<file path="src/pidc_pkg.sv">
// Shared types, codes and constants of the implant-decay correlator.
`default_nettype none

package pidc_pkg;

  // Defaults of the top-level parameters
  localparam int GRID_SIZE_DEF = 32;
  localparam int TIME_BITS_DEF = 48;

  // Field widths fixed by the interface
  localparam int TS_W    = 48;
  localparam int GEN_W   = 8;
  localparam int GAP_W   = 32;
  localparam int WIN_W   = 40;
  localparam int CFG_W   = 40;
  localparam int CFG_IDX_W = 1;

  // Configuration register indexes
  localparam logic [CFG_IDX_W-1:0] REG_MIN_GAP = 1'd0;
  localparam logic [CFG_IDX_W-1:0] REG_WINDOW  = 1'd1;

  // Configuration reset values
  localparam logic [GAP_W-1:0] MIN_GAP_RST = 32'd500000;
  localparam logic [WIN_W-1:0] WINDOW_RST  = 40'd6000000000;

  // Clock-reset detection: implant far ahead of an early timestamp
  localparam logic [63:0] RESET_GAP   = 64'd500000000000;
  localparam logic [63:0] RESET_EARLY = 64'd1000000000;

  // Event kinds
  localparam logic [1:0] KIND_IMPLANT = 2'd1;

  // Result condition codes
  localparam logic [3:0] COND_INVALID   = 4'd0;
  localparam logic [3:0] COND_IMPLANT   = 4'd1;
  localparam logic [3:0] COND_BACK2BACK = 4'd2;
  localparam logic [3:0] COND_DECAY_OK  = 4'd3;
  localparam logic [3:0] COND_TOO_LATE  = 4'd4;
  localparam logic [3:0] COND_TOO_SOON  = 4'd5;
  localparam logic [3:0] COND_NO_LIST   = 4'd6;
  localparam logic [3:0] COND_NEGATIVE  = 4'd7;
  localparam logic [3:0] COND_CLK_RESET = 4'd8;

  // One input event
  typedef struct packed {
    logic [1:0]      event_kind;
    logic [5:0]      front_strip;
    logic [5:0]      back_strip;
    logic [TS_W-1:0] timestamp;
    logic            mark_flag;
  } evt_t;

  // One result
  typedef struct packed {
    logic [3:0]       condition;
    logic [TS_W-1:0]  delta_time;
    logic             delta_known;
    logic [GEN_W-1:0] generation;
    logic             marked_list_closed;
  } res_t;

  // Write-back control from the evaluator to the sequencer
  typedef struct packed {
    logic wr_en;
    logic clock_reset;
  } wb_ctl_t;

endpackage

`default_nettype wire

</file>
<file path="src/pidc_eval.sv">
// Evaluator: classifies one event against its pixel entry and forms the write-back.
`default_nettype none

module pidc_eval #(
  parameter int GRID_SIZE = pidc_pkg::GRID_SIZE_DEF,
  parameter int TW        = pidc_pkg::TS_W
) (
  input  wire pidc_pkg::evt_t            evt_i,
  input  wire logic                      open_i,
  input  wire logic                      marked_i,
  input  wire logic                      isolated_i,
  input  wire logic [pidc_pkg::GEN_W-1:0] gen_i,
  input  wire logic [TW-1:0]             imp_time_i,
  input  wire logic [pidc_pkg::GAP_W-1:0] min_gap_i,
  input  wire logic [pidc_pkg::WIN_W-1:0] window_i,
  output pidc_pkg::res_t                 res_o,
  output pidc_pkg::wb_ctl_t              wb_o,
  output logic                           open_o,
  output logic                           marked_o,
  output logic                           isolated_o,
  output logic      [pidc_pkg::GEN_W-1:0] gen_o,
  output logic      [TW-1:0]             imp_time_o
);
  import pidc_pkg::*;

  logic          pix_valid;
  logic [TW-1:0] t;
  logic [TW-1:0] diff;
  logic [TW-1:0] back;
  logic          t_lt;
  logic          far_early;

  // Interval arithmetic in the stored time width
  assign pix_valid = (32'(evt_i.front_strip) < GRID_SIZE) &&
                     (32'(evt_i.back_strip) < GRID_SIZE);
  assign t         = evt_i.timestamp[TW-1:0];
  assign diff      = t - imp_time_i;
  assign back      = imp_time_i - t;
  assign t_lt      = t < imp_time_i;
  assign far_early = (64'(back) > RESET_GAP) && (64'(t) < RESET_EARLY);

  // Classify the event and form the new entry
  always_comb begin
    res_o      = '0;
    wb_o       = '0;
    open_o     = open_i;
    marked_o   = marked_i;
    isolated_o = isolated_i;
    gen_o      = gen_i;
    imp_time_o = imp_time_i;

    if (!pix_valid) begin
      res_o.condition = COND_INVALID;
    end else if (evt_i.event_kind == KIND_IMPLANT) begin
      res_o.marked_list_closed = marked_i;
      if (open_i) begin
        res_o.condition   = COND_BACK2BACK;
        res_o.delta_time  = TS_W'(diff);
        res_o.delta_known = 1'b1;
        isolated_o        = !t_lt && (64'(diff) >= 64'(min_gap_i));
      end else begin
        res_o.condition = COND_IMPLANT;
        isolated_o      = 1'b1;
      end
      open_o     = 1'b1;
      imp_time_o = t;
      gen_o      = '0;
      marked_o   = 1'b0;
      wb_o.wr_en = 1'b1;
    end else if (!open_i) begin
      res_o.condition = COND_NO_LIST;
    end else if (t_lt) begin
      if (far_early) begin
        res_o.condition          = COND_CLK_RESET;
        res_o.marked_list_closed = marked_i;
        wb_o.clock_reset         = 1'b1;
      end else begin
        res_o.condition = COND_NEGATIVE;
      end
    end else if (!isolated_i) begin
      res_o.condition = COND_TOO_SOON;
      gen_o           = '0;
      marked_o        = marked_i | evt_i.mark_flag;
      wb_o.wr_en      = 1'b1;
    end else if (64'(diff) >= 64'(window_i)) begin
      res_o.condition          = COND_TOO_LATE;
      res_o.delta_time         = TS_W'(diff);
      res_o.delta_known        = 1'b1;
      res_o.marked_list_closed = marked_i | evt_i.mark_flag;
      open_o                   = 1'b0;
      marked_o                 = 1'b0;
      wb_o.wr_en               = 1'b1;
    end else begin
      // Extend the chain, saturating the generation
      if (gen_i != '1) begin
        gen_o = gen_i + GEN_W'(1);
      end
      res_o.condition   = COND_DECAY_OK;
      res_o.delta_time  = TS_W'(diff);
      res_o.delta_known = 1'b1;
      res_o.generation  = gen_o;
      marked_o          = marked_i | evt_i.mark_flag;
      wb_o.wr_en        = 1'b1;
    end
  end

endmodule

`default_nettype wire

</file>
<file path="config.mk">
export PLATFORM = sky130hd
export DESIGN_NAME = pidc_eval
export DESIGN_NICKNAME = d
export VERILOG_FILES = /design/src/pidc_pkg.sv /design/src/pidc_eval.sv
export SDC_FILE = /design/constraint.sdc
export NUM_CORES = 1
export LEC_CHECK = 0
export BUFFER_PORTS_ARGS = -buffer_cell sky130_fd_sc_hd__buf_2
export CELL_PAD_IN_SITES_DETAIL_PLACEMENT = 0
export CELL_PAD_IN_SITES_GLOBAL_PLACEMENT = 1
export CORE_AREA = 8 8 220 201
export DETAILED_ROUTE_END_ITERATION = 10
export DIE_AREA = 0 0 228 209
export GPL_ROUTABILITY_DRIVEN = 0
export MAX_ROUTING_LAYER = met4
export PLACE_DENSITY_LB_ADDON = 0.1
export SLEW_MARGIN = 30
export SYNTH_ARGS = -nofsm -noshare
export SYNTH_HDL_FRONTEND = slang
export SYNTH_SLANG_ARGS = --single-unit
</file>
<file path="constraint.sdc">
create_clock -name vclk -period 5.55
set_input_delay 0 -clock vclk [all_inputs]
set_output_delay 0 -clock vclk [all_outputs]
set_load 0.01 [all_outputs]
</file>
==> run metrics <==
status completed; Synth Area in Compound Gates 35.7%; DR pass1 iterations 7; actual slew at the worst max-slew pin 0.849 ns; Detail Placement HPWL 44800 um; Crit-path slowest cell ha_1; via count 12444; Mean Syn Cell Area 6.40 um2; unrepaired setup endpoints after global routing no; crit path DAT 5.09 ns; Synth area leader ha_1; Cell Area, Placed 12400 um2; Rows 70; # setup viols final 0; synth warn 0; fin. max-slew vios 0; Placeable Area 40300 um2; period utilization 91.8%; I/O Buffers 307; remaining antenna violation count 0; Max-Cap Viols 0; Overall Power 1580 uW; Distinct cells, synth 92; die width 228 um; io pins 317; fin nets 2242; WHS Path Cells 4; largest net degree at the start of global routing 100; WP depth 24; Post-Syn Nets 1922; Hold Buf Count CTS 0; total negative setup slack 0 ns; Seq/Total Area, Yosys 0%; Storage cell area 0 um2; worst path required time 5.55 ns; Area Overhead vs Synth 25.7%; Static Leakage 0.00651 uW; total routed wirelength 50500 um; Synth top cells by count 187 x inv_1, 167 x ha_1, 153 x nand2_1; via/cell ratio 5.14; top-count cell post-synth inv_1; VDD IR max 0.0000264 V; vias in the first global route 12335; CP bufs+invs 5; gr usage total 20.5%; WL per Instance 20.9 um; Synth top area share 20.9%; f_max 196 MHz; Hold Path Class in2out; initial antenna violation count 1; Initial DRC Count 852; largest family of logic cells by synthesized area compound AO/OA/AOI/OAI gates; Post-Syn Area 9980 um2; Congestion Overflow GR 0; CLK BUF 0; Cells after Synth 1560; Die ar. 47700 um2; Finished Cell Area 12500 um2; Worst setup EP type output port; adder-cell share of the synthesized area 21.2%; crit start category input pin; peak fanout along the critical path 9; Tmin final 5.09 ns; synth top area cells ha_1 21%, a21oi_1 7.6%, inv_1 7.0%; Chip Height 209 um; CP cell instances buf_2 > inv_1 > ha_1 > o21ai_1 > a21oi_2 > o221ai_2 > a21oi_2 > o211a_1 > or2_2 > xor2_1 > buf_4 > ha_1 > a211oi_1 > o211ai_1 > o32ai_1 > o21ai_1 > maj3_1 > a221oi_1 > nand4b_2 > buf_4 > nor3_4 > o41ai_1 > a21oi_1 > buf_2; Synth Area in XOR/XNOR 5.70%; post-synthesis simple-gate area fraction 26.0%; first-pass GRT wire length 76800 um; worst relative slew slack 43.1%; Pwr per Cell Area 126 nW/um2; Initial Util 24.8%; FFs & Latches 0; mux contribution to synthesized area 0.614%; CP Class in2out; max incr delay on CP 0.37 ns; DR DRC count 0; final hold violation count 0; family with the most delay on the worst path compound AO/OA/AOI/OAI gates; share of layout cells above drive strength 1 24.4%
==> what timing repair did <==
action,4_1_cts,5_1_grt
resized for setup,0,26
endpoints found under the setup margin,0,22
buffers inserted,0,1
==> cell type report <==
class | count | area [um2]
inverters | 187 | 702
fillers | 4573 | 27700
diodes | 1 | 2.50
well taps | 540 | 676
multi-input cells | 1304 | 9030
repair buffers | 387 | 2140
==> per-stage QoR <==
stage                     instances  util [%]  worst slack, ns  hold WS [ns]
after floorplan                1560         -             1.01         0.129
after global placement         2417      30.9            0.201         0.318
after detailed placement       2417      30.9            0.140         0.327
after CTS                      2417      30.9            0.126         0.329
after global routing           2419      31.1          0.00565         0.357
final                          2419      31.1            0.457         0.321
==> per-layer routing <==
layer	track usage (%)	part of all wire [%]
met3	1.26	4.1
met1	31.4	54
met4	0.686	0.28
met5	-	0
met2	30.7	42
==> where the power goes <==
group	leakage, uW	switching [uW]	internal (uW)
Sequential	0	0	0
Combinational	0.00651	964	619
Clock	0.00000000634	0	0.0000241
Total	0.00651	964	619
==> cell families (layout without fill, tap and decap cells) <==
logic type	Yosys count	in the layout
adder cells (fa/ha/maj)	169	169
buffers and inverters	256	574
other	0	1
XOR/XNOR	65	65
AND/OR/NAND/NOR	512	512
AO/OA/AOI/OAI	552	552
multiplexers	6	6
==> path summary, 6_finish.rpt <==
path	start	to
worst max-delay path	evt_i[3]	gen_o[6]
worst min-delay path	evt_i[7]	imp_time_o[6]
==> cells in the final DEF, fill, tap and decap left out, drive strengths merged, types with 22 or more instances in the layout <==
cell type | netlist | routed
xor2 | 30 | 30
and2 | 35 | 35
nand4 | 42 | 42
nor3 | 22 | 22
o21ai | 155 | 155
o21a | 23 | 23
a21oi | 158 | 158
a21o | 71 | 71
nand3 | 27 | 27
inv | 187 | 186
buf | 42 | 387
nand2 | 154 | 154
ha | 167 | 167
nor2 | 112 | 112
xnor2 | 35 | 35
(Power assumes the default switching activity.)
